$ cat config.mk
export PLATFORM = sky130hd
export DESIGN_NAME = bfth_ctrl
export DESIGN_NICKNAME = d
export VERILOG_FILES = /design/src/sv/bfth_pkg.sv /design/src/sv/bfth_ctrl.sv
export SDC_FILE = /design/constraint.sdc
export NUM_CORES = 1
export LEC_CHECK = 0
export BUFFER_PORTS_ARGS = -buffer_cell sky130_fd_sc_hd__buf_2
export CAP_MARGIN = 30
export CORE_MARGIN = 1.5
export CORE_UTILIZATION = 57
export CTS_CLUSTER_SIZE = 12
export DETAILED_ROUTE_END_ITERATION = 6
export PLACE_DENSITY = 0.8
export SETUP_SLACK_MARGIN = 0.4
export SKIP_LAST_GASP = 1
export SYNTH_ARGS = -nofsm -noshare
export SYNTH_HDL_FRONTEND = slang
export SYNTH_SLANG_ARGS = --single-unit
$ cat constraint.sdc
create_clock -name aclk -period 2.5 [get_ports aclk]
set_input_delay 0.5 -clock aclk [delete_from_list [all_inputs] [get_ports aclk]]
set_output_delay 0.5 -clock aclk [all_outputs]
set_load 0.05 [all_outputs]
$ cat src/sv/bfth_pkg.sv
// ----------------------------------------------------------------------------
// bfth_pkg
// Shared types, constants and controller/datapath command set for the
// two-hash bloom filter.
// ----------------------------------------------------------------------------
`default_nettype none

package bfth_pkg;

    localparam int MAX_WORDS = 1024;
    localparam int AW        = (MAX_WORDS > 1) ? $clog2(MAX_WORDS) : 1;
    localparam int NW        = $clog2(MAX_WORDS + 1);

    // XXH32 primes
    localparam logic [31:0] PR1 = 32'd2654435761;
    localparam logic [31:0] PR2 = 32'd2246822519;
    localparam logic [31:0] PR3 = 32'd3266489917;
    localparam logic [31:0] PR4 = 32'd668265263;
    localparam logic [31:0] PR5 = 32'd374761393;

    // register indexes
    localparam logic [1:0] CFG_SEED_ONE   = 2'd0;
    localparam logic [1:0] CFG_SEED_TWO   = 2'd1;
    localparam logic [1:0] CFG_WORD_MODE  = 2'd2;
    localparam logic [1:0] CFG_WORD_COUNT = 2'd3;

    localparam logic [1:0] MODE_W8      = 2'd0;
    localparam logic [1:0] MODE_W16     = 2'd1;
    localparam logic [1:0] MODE_W32     = 2'd2;
    localparam logic [1:0] MODE_INVALID = 2'd3;

    localparam logic CMD_INSERT = 1'b0;
    localparam logic CMD_QUERY  = 1'b1;

    typedef struct packed {
        logic       cmd;
        logic [7:0] key_byte;
        logic       last_byte;
    } in_t;

    typedef struct packed {
        logic hit;
        logic was_query;
    } out_t;

    typedef enum logic [4:0] {
        S_CLEAR, S_IDLE, S_DISP,
        S_R_MUL, S_R_ADD, S_R_LANE,
        S_F_INIT, S_F_LEN, S_F_CHK,
        S_W_MUL, S_W_ADD, S_W_MUL2,
        S_B_MUL, S_B_ADD, S_B_MUL2,
        S_X1, S_X2, S_X3, S_X4, S_X5, S_F_SAVE,
        S_M_START, S_M_STEP, S_M_SAVE,
        S_RD, S_CHK, S_RES
    } state_t;

    typedef enum logic [4:0] {
        DP_NOP, DP_CLR, DP_BYTE,
        DP_RND_MUL, DP_RND_ADD, DP_RND_LANE,
        DP_FIN_INIT, DP_FIN_LEN,
        DP_W_MUL, DP_W_ADD, DP_W_MUL2,
        DP_B_MUL, DP_B_ADD, DP_B_MUL2,
        DP_X15, DP_XM2, DP_X13, DP_XM3, DP_X16,
        DP_SAVE, DP_MOD_START, DP_MOD_STEP, DP_MOD_SAVE,
        DP_RD, DP_CHK, DP_RES
    } dp_op_t;

    typedef struct packed {
        dp_op_t     op;
        logic       hsel;   // which hash: 0 = h1, 1 = h2
        logic [2:0] idx;    // lane for stripe rounds
        logic [3:0] pos;    // stripe buffer position
    } ctl_cmd_t;

    typedef struct packed {
        logic       clr_last;
        logic       stripe_full;
        logic       last;
        logic [3:0] fill;
        logic       mode_ok;
        logic       out_full;
    } ctl_sts_t;

    function automatic logic [31:0] rotl(input logic [31:0] x, input int r);
        rotl = (x << r) | (x >> (32 - r));
    endfunction

endpackage

`default_nettype wire

$ cat src/sv/bfth_ctrl.sv
// ----------------------------------------------------------------------------
// bfth_ctrl
// Sequencer: byte intake, stripe rounds, finalisation, remainder and store
// access, one datapath command per cycle.
// ----------------------------------------------------------------------------
`default_nettype none

module bfth_ctrl (
    input  wire logic                aclk,
    input  wire logic                aresetn,
    input  wire logic                s_valid,
    output logic                     s_ready,
    input  wire bfth_pkg::ctl_sts_t  sts,
    output bfth_pkg::ctl_cmd_t       cmd
);
    import bfth_pkg::*;

    state_t     state_reg, state_next;
    logic       hs_reg, hs_next;
    logic [2:0] k_reg, k_next;
    logic [3:0] pos_reg, pos_next;
    logic [4:0] cnt_reg, cnt_next;
    logic [4:0] pos_w;

    assign pos_w = {1'b0, pos_reg} + 5'd4;

    always_ff @(posedge aclk) begin
        if (!aresetn) begin
            state_reg <= S_CLEAR;
            hs_reg    <= 1'b0;
            k_reg     <= '0;
            pos_reg   <= '0;
            cnt_reg   <= '0;
        end else begin
            state_reg <= state_next;
            hs_reg    <= hs_next;
            k_reg     <= k_next;
            pos_reg   <= pos_next;
            cnt_reg   <= cnt_next;
        end
    end

    // next state
    always_comb begin
        state_next = state_reg;
        hs_next    = hs_reg;
        k_next     = k_reg;
        pos_next   = pos_reg;
        cnt_next   = cnt_reg;
        unique case (state_reg)
            S_CLEAR: if (sts.clr_last) state_next = S_IDLE;
            S_IDLE:  if (s_valid) state_next = S_DISP;
            S_DISP: begin
                if (sts.stripe_full) begin
                    state_next = S_R_MUL;
                    k_next     = '0;
                end else if (sts.last) begin
                    state_next = S_F_INIT;
                    hs_next    = 1'b0;
                end else begin
                    state_next = S_IDLE;
                end
            end
            S_R_MUL: state_next = S_R_ADD;
            S_R_ADD: state_next = S_R_LANE;
            S_R_LANE: begin
                k_next = k_reg + 3'd1;
                if (k_reg == 3'd7) begin
                    if (sts.last) begin
                        state_next = S_F_INIT;
                        hs_next    = 1'b0;
                    end else begin
                        state_next = S_IDLE;
                    end
                end else begin
                    state_next = S_R_MUL;
                end
            end
            S_F_INIT: begin
                state_next = S_F_LEN;
                pos_next   = '0;
            end
            S_F_LEN: state_next = S_F_CHK;
            S_F_CHK: begin
                if (pos_w <= {1'b0, sts.fill})  state_next = S_W_MUL;
                else if (pos_reg < sts.fill)   state_next = S_B_MUL;
                else                           state_next = S_X1;
            end
            S_W_MUL:  state_next = S_W_ADD;
            S_W_ADD:  state_next = S_W_MUL2;
            S_W_MUL2: begin
                state_next = S_F_CHK;
                pos_next   = pos_reg + 4'd4;
            end
            S_B_MUL:  state_next = S_B_ADD;
            S_B_ADD:  state_next = S_B_MUL2;
            S_B_MUL2: begin
                state_next = S_F_CHK;
                pos_next   = pos_reg + 4'd1;
            end
            S_X1: state_next = S_X2;
            S_X2: state_next = S_X3;
            S_X3: state_next = S_X4;
            S_X4: state_next = S_X5;
            S_X5: state_next = S_F_SAVE;
            S_F_SAVE: begin
                if (!hs_reg) begin
                    hs_next    = 1'b1;
                    state_next = S_F_INIT;
                end else if (sts.mode_ok) begin
                    hs_next    = 1'b0;
                    state_next = S_M_START;
                end else begin
                    state_next = S_RES;
                end
            end
            S_M_START: begin
                cnt_next   = '0;
                state_next = S_M_STEP;
            end
            S_M_STEP: begin
                cnt_next = cnt_reg + 5'd1;
                if (cnt_reg == 5'd31) state_next = S_M_SAVE;
            end
            S_M_SAVE: begin
                if (!hs_reg) begin
                    hs_next    = 1'b1;
                    state_next = S_M_START;
                end else begin
                    hs_next    = 1'b0;
                    state_next = S_RD;
                end
            end
            S_RD: state_next = S_CHK;
            S_CHK: begin
                if (!hs_reg) begin
                    hs_next    = 1'b1;
                    state_next = S_RD;
                end else begin
                    state_next = S_RES;
                end
            end
            S_RES: if (!sts.out_full) state_next = S_IDLE;
            default: state_next = S_IDLE;
        endcase
    end

    // outputs
    always_comb begin
        cmd.hsel = hs_reg;
        cmd.idx  = k_reg;
        cmd.pos  = pos_reg;
        cmd.op   = DP_NOP;
        s_ready  = 1'b0;
        unique case (state_reg)
            S_CLEAR: cmd.op = DP_CLR;
            S_IDLE: begin
                s_ready = 1'b1;
                if (s_valid) cmd.op = DP_BYTE;
            end
            S_R_MUL: begin
                cmd.op  = DP_RND_MUL;
                cmd.pos = {k_reg[1:0], 2'b00};
            end
            S_R_ADD:   cmd.op = DP_RND_ADD;
            S_R_LANE:  cmd.op = DP_RND_LANE;
            S_F_INIT:  cmd.op = DP_FIN_INIT;
            S_F_LEN:   cmd.op = DP_FIN_LEN;
            S_W_MUL:   cmd.op = DP_W_MUL;
            S_W_ADD:   cmd.op = DP_W_ADD;
            S_W_MUL2:  cmd.op = DP_W_MUL2;
            S_B_MUL:   cmd.op = DP_B_MUL;
            S_B_ADD:   cmd.op = DP_B_ADD;
            S_B_MUL2:  cmd.op = DP_B_MUL2;
            S_X1:      cmd.op = DP_X15;
            S_X2:      cmd.op = DP_XM2;
            S_X3:      cmd.op = DP_X13;
            S_X4:      cmd.op = DP_XM3;
            S_X5:      cmd.op = DP_X16;
            S_F_SAVE:  cmd.op = DP_SAVE;
            S_M_START: cmd.op = DP_MOD_START;
            S_M_STEP:  cmd.op = DP_MOD_STEP;
            S_M_SAVE:  cmd.op = DP_MOD_SAVE;
            S_RD:      cmd.op = DP_RD;
            S_CHK:     cmd.op = DP_CHK;
            S_RES:     if (!sts.out_full) cmd.op = DP_RES;
            default:   cmd.op = DP_NOP;
        endcase
    end

    remainder_length: assert property (@(posedge aclk) disable iff (!aresetn)
        (state_reg == S_M_STEP && cnt_reg == 5'd31) |=> (state_reg == S_M_SAVE))
        else $error("remainder pass did not end after 32 steps");

    result_leaves: assert property (@(posedge aclk) disable iff (!aresetn)
        (state_reg == S_RES && !sts.out_full) |=> (state_reg == S_IDLE))
        else $error("controller stuck after issuing result");

    intake_only_idle: assert property (@(posedge aclk) disable iff (!aresetn)
        (cmd.op == DP_BYTE) |-> (state_reg == S_IDLE && s_valid))
        else $error("byte taken outside idle");

endmodule

`default_nettype wire

Yosys cells after proc, flatten, opt, wreduce, memory -nomap -nowiden
Index checks and enable logic that the tools add are counted.
{ "totals": {"register_bits": 18, "in_bits": 12, "out_inout_bits": 14} }
{ "op_classes": {"n_eq_ne": 35, "add_sub_neg": 5, "magnitude_cmp": 2, "reduce_logical": 9, "muxes": 30} }
{ "op_table": {"columns": ["operator", "n"], "rows": [
  ["$pmux W5 S25", 2],
  ["$eq A5 B5 Y1 const B", 12],
  ["$eq A5 B4 Y1 const B", 8],
  ["$mux W5", 7],
  ["$eq A5 B3 Y1 const B", 4],
  ["$ne A2 B2 Y1 const B", 7],
  ["$mux W3", 4],
  ["$mux W4", 3],
  ["$pmux W4 S3", 1],
  ["$eq A5 B2 Y1 const B", 2],
  ["$pmux W5 S2", 1],
  ["$mux W1", 7],
  ["$mux W2", 3],
  ["$pmux W3 S2", 1],
  ["$add A4 B3 Y5 const B", 1],
  ["$add A5 B1 Y5 const B", 1],
  ["$eq A5 B1 Y1 const B", 1],
  ["$le A5 B4 Y1", 1],
  ["$logic_not A5 Y1", 1],
  ["$pmux W1 S5", 1],
  ["$reduce_bool A5 Y1", 1],
  ["$add A4 B1 Y4 const B", 1],
  ["$add A4 B3 Y4 const B", 1],
  ["$lt A4 B4 Y1", 1],
  ["other kinds (8)", 9]
]} }

Depth between registers and ports, before layout
{ "depth": {"depth_word": 4, "mapped_depth": 7, "mapped_depth_nobuf": 7} }

Worst setup path after synthesis
Ideal clock, no wire load.
{ "synth_timing": {"path_type": "register -> output", "start": "register state_reg[3]", "end": "output port cmd[12] (netlist name)", "required_ns": 2.000, "path_stages_with_launch": 5, "slack_ns": -0.155, "path_buffers": 3, "arrival_time_ns": 2.155, "cell_sequence": "dfxtp_1 buf_2 buf_1 clkbuf_1 a221oi_1"} }
{ "synth_rtl": {"columns": ["element", "line_no", "source"], "rows": [
  ["from (decl)", "bfth_ctrl.sv:18", "state_t state_reg, state_next;"],
  ["from (signal assigned)", "bfth_ctrl.sv:35", "state_reg <= state_next;"],
  ["to (decl)", "bfth_ctrl.sv:14", "output bfth_pkg::ctl_cmd_t cmd"]
]} }

==> flow_summary.ini <==
[synthesis]
ys_seq_area_share_pct = 21.1
syn_area_mm2 = 0.00171
syn_inst = 239
synth.avg_cell_area_um2 = 7.14
ys_ff_latch = 18
synth_top_area_share_pct = 21.1
synth_common_cells = nor2_1, nand2_1, a21oi_1, dfxtp_1, o21ai_0
ys_async_sr_fraction_pct = 0
synth.largest_area_cell = dfxtp_1
synth.net_count = 263
synth.distinct_cells = 54
synth_area_leaders = dfxtp_1, ha_1, nor2_1, a21oi_1, o21ai_0
ys.flop_type = dfxtp_1
ys_warn_count = 0
synth.most_common_cell = nor2_1
synth_edf_count = 0

[timing]
period_share_pct = 87.9
rsz0062_at_grt = true
fin_hold_ws_ns = 0.479
worst_slew_pin_slew_ns = 0.521
setup-tns-final_ns = 0
post-route-min-period_ns = 2.20
slew_viol_final = 0
setup_viol = 0
finalHoldViolCount = 0
fmax_mhz = 455
finClkSkew_ns = 0.00650
layout_setup_ws_ns = 0.303
relSlewSlack_pct = 65.0

[critical_path]
crit_cells = 5
start_kind = flop
r2r_slack_ns = 0.43
r2r_start = state_reg[2]
criticalPathCategory = reg -> out
endpoint = cmd[3]
slowest_delay_ns = 0.39
path_delay_family = simple AND/OR/NAND/NOR gates
cp_num_buf_inv = 1
worstPathCellList = nor2_4 > nand2_1 > or3_4 > mux2_2 > buf_6
critical_path_arrival_ns = 1.70
crit_path_top_delay_cell = dfxtp_4
endpoint_kind = output pin
crit_path_max_fanout = 5
r2r.worst_path.cells = 6
cp.required_ns = 2.00
worstReg2RegEnd = state_reg[1]
startpoint = state_reg[2]

[die]
initial_core_util_pct = 60.8
rows = 19
dieArea_mm2 = 0.00333
core_area_mm2 = 0.00281
die-height_um = 57.7
die_width_um = 57.7
ios = 26

[layout]
synthToLayoutAreaGrowth_pct = 30.4
antenna_cells = 0
post-route-util_pct = 79.3
n_fill_cell = 209
fin_area_mm2 = 0.00222
drive_above_1_share_pct = 29.4
final_nets = 304

[detailed_routing]
via_per_inst = 6.39
routedWlPerCell_um = 16.6
wl_um = 5150
drt_iter0_drc = 179
drc = 1
firstDrtPassIters = 7
vias = 1982
ant_nets = 0

[power_and_ir_drop]
leakagePower_nw = 0.974
p_per_area_mw_per_mm2 = 658
netSwitchingPower_mw = 0.673
intPower_mw = 0.790
peakVddDrop_v = 0.000489
pwr-share-comb_pct = 62.4
clkPwrFrac_pct = 12.7
p_sw_share_pct = 46.0
pwr-share-seq_pct = 24.9

[clock_tree]
cts.path.max_buffers = 2
cts_buffers = 3
cts_tree = done
cts-root-buf = clkbuf_4
clock-sinks = 18
clock_latency_ns = 0.30
clk_pin_slew_worst_paths_ns = 0.11
cts_htree_levels = 1

[place]
placed_area_mm2 = 0.00197
dpl_worst_slack_ns = 0.275
dp.final_hpwl_um = 3580
gp_congestion = 0.979
port_buffers = 25

[status]
outcome = complete, but fails checks
violations = design-rule violations

[global_routing]
grt_start_max_net_pins = 23
grt_pass1_vias = 1721
overflow = 0
grt_antenna_before_repair = 0
grt_usage_pct = 30.2
grt_first_pass_wirelength_um = 7830

[worst_hold_path]
hp-class = in -> reg

[run]
drv_cap = 0
-- through the flow --
step	instances	power (mW)
global route	310	1.52
detailed placement	297	1.10
global placement	297	1.10
CTS	304	1.35
floorplan	239	0.890
finish	310	1.46
-- tightest hold or removal path, cell delays in order --
cell     delay [ns]
buf_2          0.13
o21ai_0        0.08
a31oi_1        0.04
-- final cells by class --
type	count	area, um2	share of cell area [%]
sequential	18	384	17.3
multi-input combinational	192	1330	59.9
timing repair buffer	50	375	16.9
tap	31	38.8	1.74
clock buffer	4	36.3	1.63
inverter	15	57.6	2.59
-- layout by cell type, fill, tap and decap left out, types with 3 or more instances in the layout --
| master | count |
|---|---|
| nor2_1 | 25 |
| ha_1 | 11 |
| a21oi_1 | 18 |
| and2_1 | 4 |
| o22ai_1 | 3 |
| nor4_1 | 3 |
| buf_4 | 25 |
| a31oi_1 | 4 |
| o21ai_0 | 13 |
| inv_1 | 13 |
| clkbuf_4 | 3 |
| dfxtp_4 | 6 |
| buf_6 | 10 |
| dfxtp_1 | 11 |
| nor2b_1 | 6 |
| nand2b_1 | 4 |
| buf_2 | 15 |
| nand3_1 | 7 |
| and3_1 | 5 |
| mux2i_1 | 5 |
| o21ai_1 | 3 |
| nand2_1 | 19 |
| a22oi_1 | 7 |
-- timing repair --
item,CTS,global route
pin swaps,1,4
hold buffers,0,0
setup buffers,3,6
hold endpoints to repair,0,0
resized for setup,32,23
endpoints found under the setup margin,13,14
-- per-layer routing --
layer	vias up	GRT usage (%)	share of wire [%]
li1	949	-	-
met1	893	37.8	39
met2	122	52.6	49
met3	18	6.92	9.6
met4	0	6.98	1.8
met5	-	0	0
-- kinds of logic after synthesis --
family | count (synthesis) | synth area share [%]
buffers and inverters | 29 | 6.82
and+or+nand+nor | 96 | 28.5
adders and majority gates | 12 | 9.24
muxes | 7 | 4.26
AOI/OAI and AO/OA | 75 | 29.0
xor gates and xnor gates | 2 | 1.03
DFF | 18 | 21.1
-- worst min path at each step --
stage / startpoint / endpoint / slack, ns / cells after the start
finish: aresetn / state_reg[0] / 0.48 / 3
global route: aresetn / state_reg[3] / 0.49 / 2
CTS: aresetn / state_reg[0] / 0.47 / 3
detailed placement: cnt_reg[3] / cnt_reg[3] / 0.48 / 2
global placement: cnt_reg[3] / cnt_reg[3] / 0.47 / 2
floorplan: cnt_reg[3] / cnt_reg[3] / 0.45 / 2
-- power groups by stage --
stage	logic, mW	clock network [mW]	registers [mW]
floorplan	0.564	0	0.326
global placement	0.733	0	0.369
detailed placement	0.734	0	0.370
CTS	0.798	0.188	0.363
global route	0.958	0.201	0.365
finish	0.912	0.186	0.364
Note: power is estimated with default switching activity, not from simulation.
